===== config.mk =====
export PLATFORM = sky130hd
export DESIGN_NAME = iee_ctrl
export DESIGN_NICKNAME = d
export VERILOG_FILES = /design/src/hw/rtl/iee_pkg.sv /design/src/hw/rtl/iee_ctrl.sv
export SDC_FILE = /design/constraint.sdc
export NUM_CORES = 1
export LEC_CHECK = 0
export BUFFER_PORTS_ARGS = -buffer_cell sky130_fd_sc_hd__buf_2
export CAP_MARGIN = 40
export CORE_AREA = 2 2 39 41
export CTS_BUF_LIST = sky130_fd_sc_hd__clkbuf_16
export CTS_CLUSTER_SIZE = 10
export DETAILED_ROUTE_END_ITERATION = 8
export DIE_AREA = 0 0 41 43
export GPL_ROUTABILITY_DRIVEN = 0
export GPL_TIMING_DRIVEN = 0
export PLACE_DENSITY = 0.7
export SLEW_MARGIN = 20
export SYNTH_ARGS = -nofsm -noshare
export SYNTH_HDL_FRONTEND = slang
export SYNTH_SLANG_ARGS = --single-unit

===== constraint.sdc =====
create_clock -name clk -period 1.8 [get_ports clk]
set_clock_uncertainty 0.15 [all_clocks]
set_input_delay 0.18 -clock clk [delete_from_list [all_inputs] [get_ports clk]]
set_output_delay 0.18 -clock clk [all_outputs]
set_load 0.02 [all_outputs]

===== src/hw/rtl/iee_pkg.sv =====
// ----------------------------------------------------------------------------
// iee_pkg: shared types and constants
// Operator codes, rank tables, word types, controller state and the
// command/status bundles between controller and datapath.
// ----------------------------------------------------------------------------
package iee_pkg;

  localparam int OP_DEPTH  = 16;
  localparam int VAL_DEPTH = 16;
  localparam int FRAC_BITS = 32;
  localparam int OP_IDX_W  = $clog2(OP_DEPTH);
  localparam int OP_CNT_W  = OP_IDX_W + 1;
  localparam int VAL_IDX_W = $clog2(VAL_DEPTH);
  localparam int VAL_CNT_W = VAL_IDX_W + 1;
  localparam int STEP_W    = 8;
  localparam logic [STEP_W-1:0] MUL_STEPS = 8'd4;
  localparam logic [STEP_W-1:0] DIV_STEPS = 8'd128;

  typedef enum logic [2:0] {
    OP_HASH, OP_OPEN, OP_CLOSE, OP_ADD, OP_SUB, OP_MUL, OP_DIV, OP_REM
  } op_code_t;

  typedef enum logic [1:0] {EX_MUL, EX_DIV, EX_REM} ex_kind_t;

  typedef enum logic [3:0] {
    S_IDLE, S_CHAR, S_CMP, S_RED, S_RED2, S_EXST, S_EXWAIT, S_TAIL, S_OUT
  } state_t;

  typedef struct packed {
    logic [7:0] ch;
    logic       last;
  } in_word_t;

  typedef struct packed {
    logic signed [63:0] result_value;
    logic               missing_operand;
    logic               divide_by_zero;
    logic               stack_overflow;
    logic               no_result;
    logic               saturated;
  } out_word_t;

  typedef struct packed {
    logic load_char;
    logic push_char;
    logic use_close;
    logic push_op;
    logic pop_op;
    logic set_miss;
    logic pop_right;
    logic pop_left;
    logic exec_start;
    logic push_result;
    logic load_out;
  } ctl_cmd_t;

  typedef struct packed {
    logic is_operand;
    logic last;
    logic closing;
    logic rank_lt;
    logic rank_eq;
    logic red_noop;
    logic val_empty;
    logic exec_done;
    logic out_busy;
  } dp_stat_t;

  function automatic logic [2:0] in_rank(op_code_t op);
    logic [2:0] r;
    unique case (op)
      OP_HASH:  r = 3'd0;
      OP_OPEN:  r = 3'd1;
      OP_CLOSE: r = 3'd6;
      OP_ADD, OP_SUB: r = 3'd3;
      default:  r = 3'd5;
    endcase
    return r;
  endfunction

  function automatic logic [2:0] arr_rank(op_code_t op);
    logic [2:0] r;
    unique case (op)
      OP_HASH:  r = 3'd0;
      OP_OPEN:  r = 3'd6;
      OP_CLOSE: r = 3'd1;
      OP_ADD, OP_SUB: r = 3'd2;
      default:  r = 3'd4;
    endcase
    return r;
  endfunction

  function automatic op_code_t char_code(logic [7:0] ch);
    op_code_t c;
    unique case (ch)
      8'h28:   c = OP_OPEN;
      8'h29:   c = OP_CLOSE;
      8'h2B:   c = OP_ADD;
      8'h2D:   c = OP_SUB;
      8'h2A:   c = OP_MUL;
      8'h2F:   c = OP_DIV;
      8'h25:   c = OP_REM;
      default: c = OP_HASH;
    endcase
    return c;
  endfunction

endpackage


===== src/hw/rtl/iee_ctrl.sv =====
// ----------------------------------------------------------------------------
// iee_ctrl: evaluation sequencer
// Walks each character through compare, reduce and push steps.
// ----------------------------------------------------------------------------
module iee_ctrl
  import iee_pkg::*;
(
  input  logic     clk,
  input  logic     rst_n,
  input  logic     in_valid,
  output logic     in_ready,
  input  dp_stat_t stat,
  output ctl_cmd_t cmd
);

  state_t state_r, state_nxt;

  always_ff @(posedge clk) begin
    if (!rst_n) state_r <= S_IDLE;
    else        state_r <= state_nxt;
  end

  always_comb begin
    state_nxt = state_r;
    unique case (state_r)
      S_IDLE:   if (in_valid) state_nxt = S_CHAR;
      S_CHAR:   state_nxt = stat.is_operand ? S_TAIL : S_CMP;
      S_CMP: begin
        if (stat.rank_lt || stat.rank_eq) state_nxt = S_TAIL;
        else                              state_nxt = S_RED;
      end
      S_RED:    state_nxt = (stat.red_noop || stat.val_empty) ? S_CMP : S_RED2;
      S_RED2:   state_nxt = stat.val_empty ? S_CMP : S_EXST;
      S_EXST:   state_nxt = S_EXWAIT;
      S_EXWAIT: if (stat.exec_done) state_nxt = S_CMP;
      S_TAIL: begin
        if (!stat.last)        state_nxt = S_IDLE;
        else if (stat.closing) state_nxt = S_OUT;
        else                   state_nxt = S_CMP;
      end
      S_OUT:    if (!stat.out_busy) state_nxt = S_IDLE;
      default:  state_nxt = S_IDLE;
    endcase
  end

  always_comb begin
    cmd      = '0;
    in_ready = 1'b0;
    unique case (state_r)
      S_IDLE: begin
        in_ready      = 1'b1;
        cmd.load_char = in_valid;
      end
      S_CHAR:   cmd.push_char = stat.is_operand;
      S_CMP: begin
        cmd.push_op = stat.rank_lt;
        cmd.pop_op  = !stat.rank_lt;
      end
      S_RED: begin
        cmd.set_miss  = !stat.red_noop && stat.val_empty;
        cmd.pop_right = !stat.red_noop && !stat.val_empty;
      end
      S_RED2: begin
        cmd.set_miss = stat.val_empty;
        cmd.pop_left = !stat.val_empty;
      end
      S_EXST:   cmd.exec_start  = 1'b1;
      S_EXWAIT: cmd.push_result = stat.exec_done;
      S_TAIL:   cmd.use_close   = stat.last && !stat.closing;
      S_OUT:    cmd.load_out    = !stat.out_busy;
      default:  cmd = '0;
    endcase
  end

endmodule


==> impl_results.md <==
- Synth Warn #: 0
- Compound-cell area share of the yosys netlist: 0.242
- PwrDens: about 1600 nW/µm²
- Vias: ~530
- Iteration count of the initial detailed-routing pass: 4
- Fillcell total: about 140
- Leading cell types in the layout, fill and taps excluded: buf_2, nor2_1
- Leakage: ~0.29 nW
- Die Height: 43 µm
- Synth Area in Adders: 0
- Clk buf depth: 2
- GRT Util Overall: 0.162
- Hold Path Class: in -> reg
- Diode count: 0
- ANT nets after route: 0
- Area leader, netlist: dfxtp_1
- Post-Syn Nets: 66
- Yosys reg bits: 4
- Sequential fraction of the synthesis area: 0.191
- Commonest non-fill, non-tap cell in the layout: buf_2
- Xor and xnor fraction of the mapped netlist area: 0
- Top-area cell type share of the netlist area: 0.191
- Power Total: about 1.1 mW
- Layout cells sized above 1: 0.475
- Rel. slew slack: 0.746
- Fin crit period: about 1700 ps
- Non-Filler Instances: 96
- HP Start: rst_n
- Largest family of logic cells by synthesized area: simple AND/OR/NAND/NOR gates
- Worst Tran Pin Value: 372 ps
- H-tree levels: 1
- Hold Crit Depth: 2
- Placed insts: between 90 and 100
- Post-CTS Setup Inserts: 0
- R2r setup slk: between 200 and 300 ps
- FP Rows: 14
- Clk sinks: 4
- RR Endpoint: state_r[2]
- Synth unique cells: 36
- Crit share post-route: 0.948
- CP Cell Sequence: buf_4, nor4_2, and2_1, buf_2
- Hold EP: state_r[1]
- Io pins: 24
- Area grow syn2layout: 54.0%
- Cts bufs inserted: 3
- Met2 Routed Length: ~570 µm
- Max-cap violations: 0
- R2R Path Start: state_r[0]
- Multiplexer share of the synthesized area: 0
- Number of synthesized flops with an enable pin: 0
- Highest metal used: met3
- Vias per inst: 5.47
- Die span in x: a little over 40 µm
- Wire length on met3: 94 µm
- Clock Root Buffer: clkbuf_16
- Fin. Hold Viols: 0
- Crit path required time: 1470 ps
- Vias in the first global route: about 480
- Die area: approximately 1800 µm²
- # setup viols final: 0
- Worst Path Buf+Inv: 2
- Worst EP arrival: roughly 1400 ps
- Post-Synthesis Cells: between 50 and 60
- Wl on met1: slightly above 500 µm
- Primary FF master, synth: dfxtp_1
- Routed wire length: approximately 1200 µm
- Mean Syn Cell Area: 7.76 µm²
- Slowest cell on crit path: dfxtp_1
- CP max FO: 10
- Slew Limit Fails: 0
- CTS tree: done
- Top Family by Delay on Critical Path: simple AND/OR/NAND/NOR gates
- Top flop regs: state_r: 4 flops
- Startpoint types: register
- Starting Density: 0.303
- R2R cell count: 5
- Crit Path Category: reg -> out
- Max reg flops: 4
- Core Region: between 1000 and 1500 µm²
- Maximum number of pins on one net before global-route repair: 11
- Fmax: 586 MHz
- Initial antenna violation count: 0
- DRC: 0
- Simple-gate share of the synthesized area: 0.463
- Gr ovfl total: 0
- Ys async rst share: 0
- Worst hold margin: 69.6 ps
- Status: finished clean
- Max incr delay on CP: about 330 ps
- Unrepaired setup endpoints after global routing: true
- Clock Latency Late Sink: roughly 220 ps
- IO Port Bufs: 23
- Nets: 94
- Critical Path Sink Type: primary output
- First-pass GRT wire length: about 2000 µm
- Most flop-heavy register: state_r
- WL/cell: around 12 µm
- Cell Area, Synth: about 420 µm²
- Register clock-pin slew on the reported worst setup and hold paths: 30 ps
- Iter 0 DRT Violations: 7
- Area contributors post-synth: dfxtp_1, buf_4, nor3b_1
- Worst IR drop on VDD: between 0.001 and 0.0015 V
-- worst register-to-register path, stage by stage, from the launching register on --
cell and delay, ps:
dfxtp_1 290, buf_4 140, nor3b_2 190, a21oi_1 110, or4_1 410, o311ai_1 100
-- final cells by class --
cell class,instances,area (µm²),area share
Buffer,5,36.3,0.0562
Clock buffer,3,75.1,0.116
Tap cell,16,20.0,0.0310
Sequential cell,4,81.3,0.126
Inverter,3,11.3,0.0174
Timing Repair Buffer,23,118,0.182
Multi-Input combinational cell,42,304,0.471
-- timing repair --
action	CTS	global route
endpoints found under the setup margin	0	4
hold buffers	0	0
gates resized for setup	0	5
-- synthesized netlist by cell type, drive strengths merged (2+ instances only) --
library cell  count
buf               5
inv               3
nor3b             4
o21ai             2
a21oi             2
nand2b            2
a2111oi           2
nand2             2
nor4              2
nor3              3
nor2              5
nor4b             2
dfxtp             4
-- stage by stage --
stage	util	setup TNS [ps]	worst slack, ps	cell area, µm²
after CTS	0.455	0	22.3	629
after global placement	0.401	0	275	554
final	0.467	0	92.7	646
after global routing	0.467	-8.15	-7.83	646
after floorplan	-	0	88.7	419
after detailed placement	0.401	0	254	554
-- cell families (layout without fill, tap and decap cells) --
logic type	count (synthesis)	count (layout)
AOI/OAI and AO/OA	14	14
buffers and inverters	8	34
and+or+nand+nor	28	28
DFF	4	4
-- worst max path at each step --
stage               startpoint       to  slack (ps)  cells past startpoint
floorplan           state_r[2]  cmd[10]          90                      3
detailed placement  state_r[1]   cmd[8]         250                      5
finish              state_r[2]  cmd[10]          90                      4
global route        state_r[2]  cmd[10]          -8                      4
CTS                 state_r[1]   cmd[8]          20                      5
global placement    state_r[1]   cmd[8]         280                      5
-- power breakdown --
group          internal [mW]  switching [mW]  total [mW]
registers              0.123          0.0322       0.155
logic                  0.238           0.336       0.574
clock network          0.283          0.0529       0.336
-- metal layers --
layer / global-route usage / vias up
met5: 0 / -
met4: 0.0400 / 0
met1: 0.224 / 240
met2: 0.228 / 23
met3: 0.0681 / 0
li1: - / 262
(Power assumes the default switching activity.)
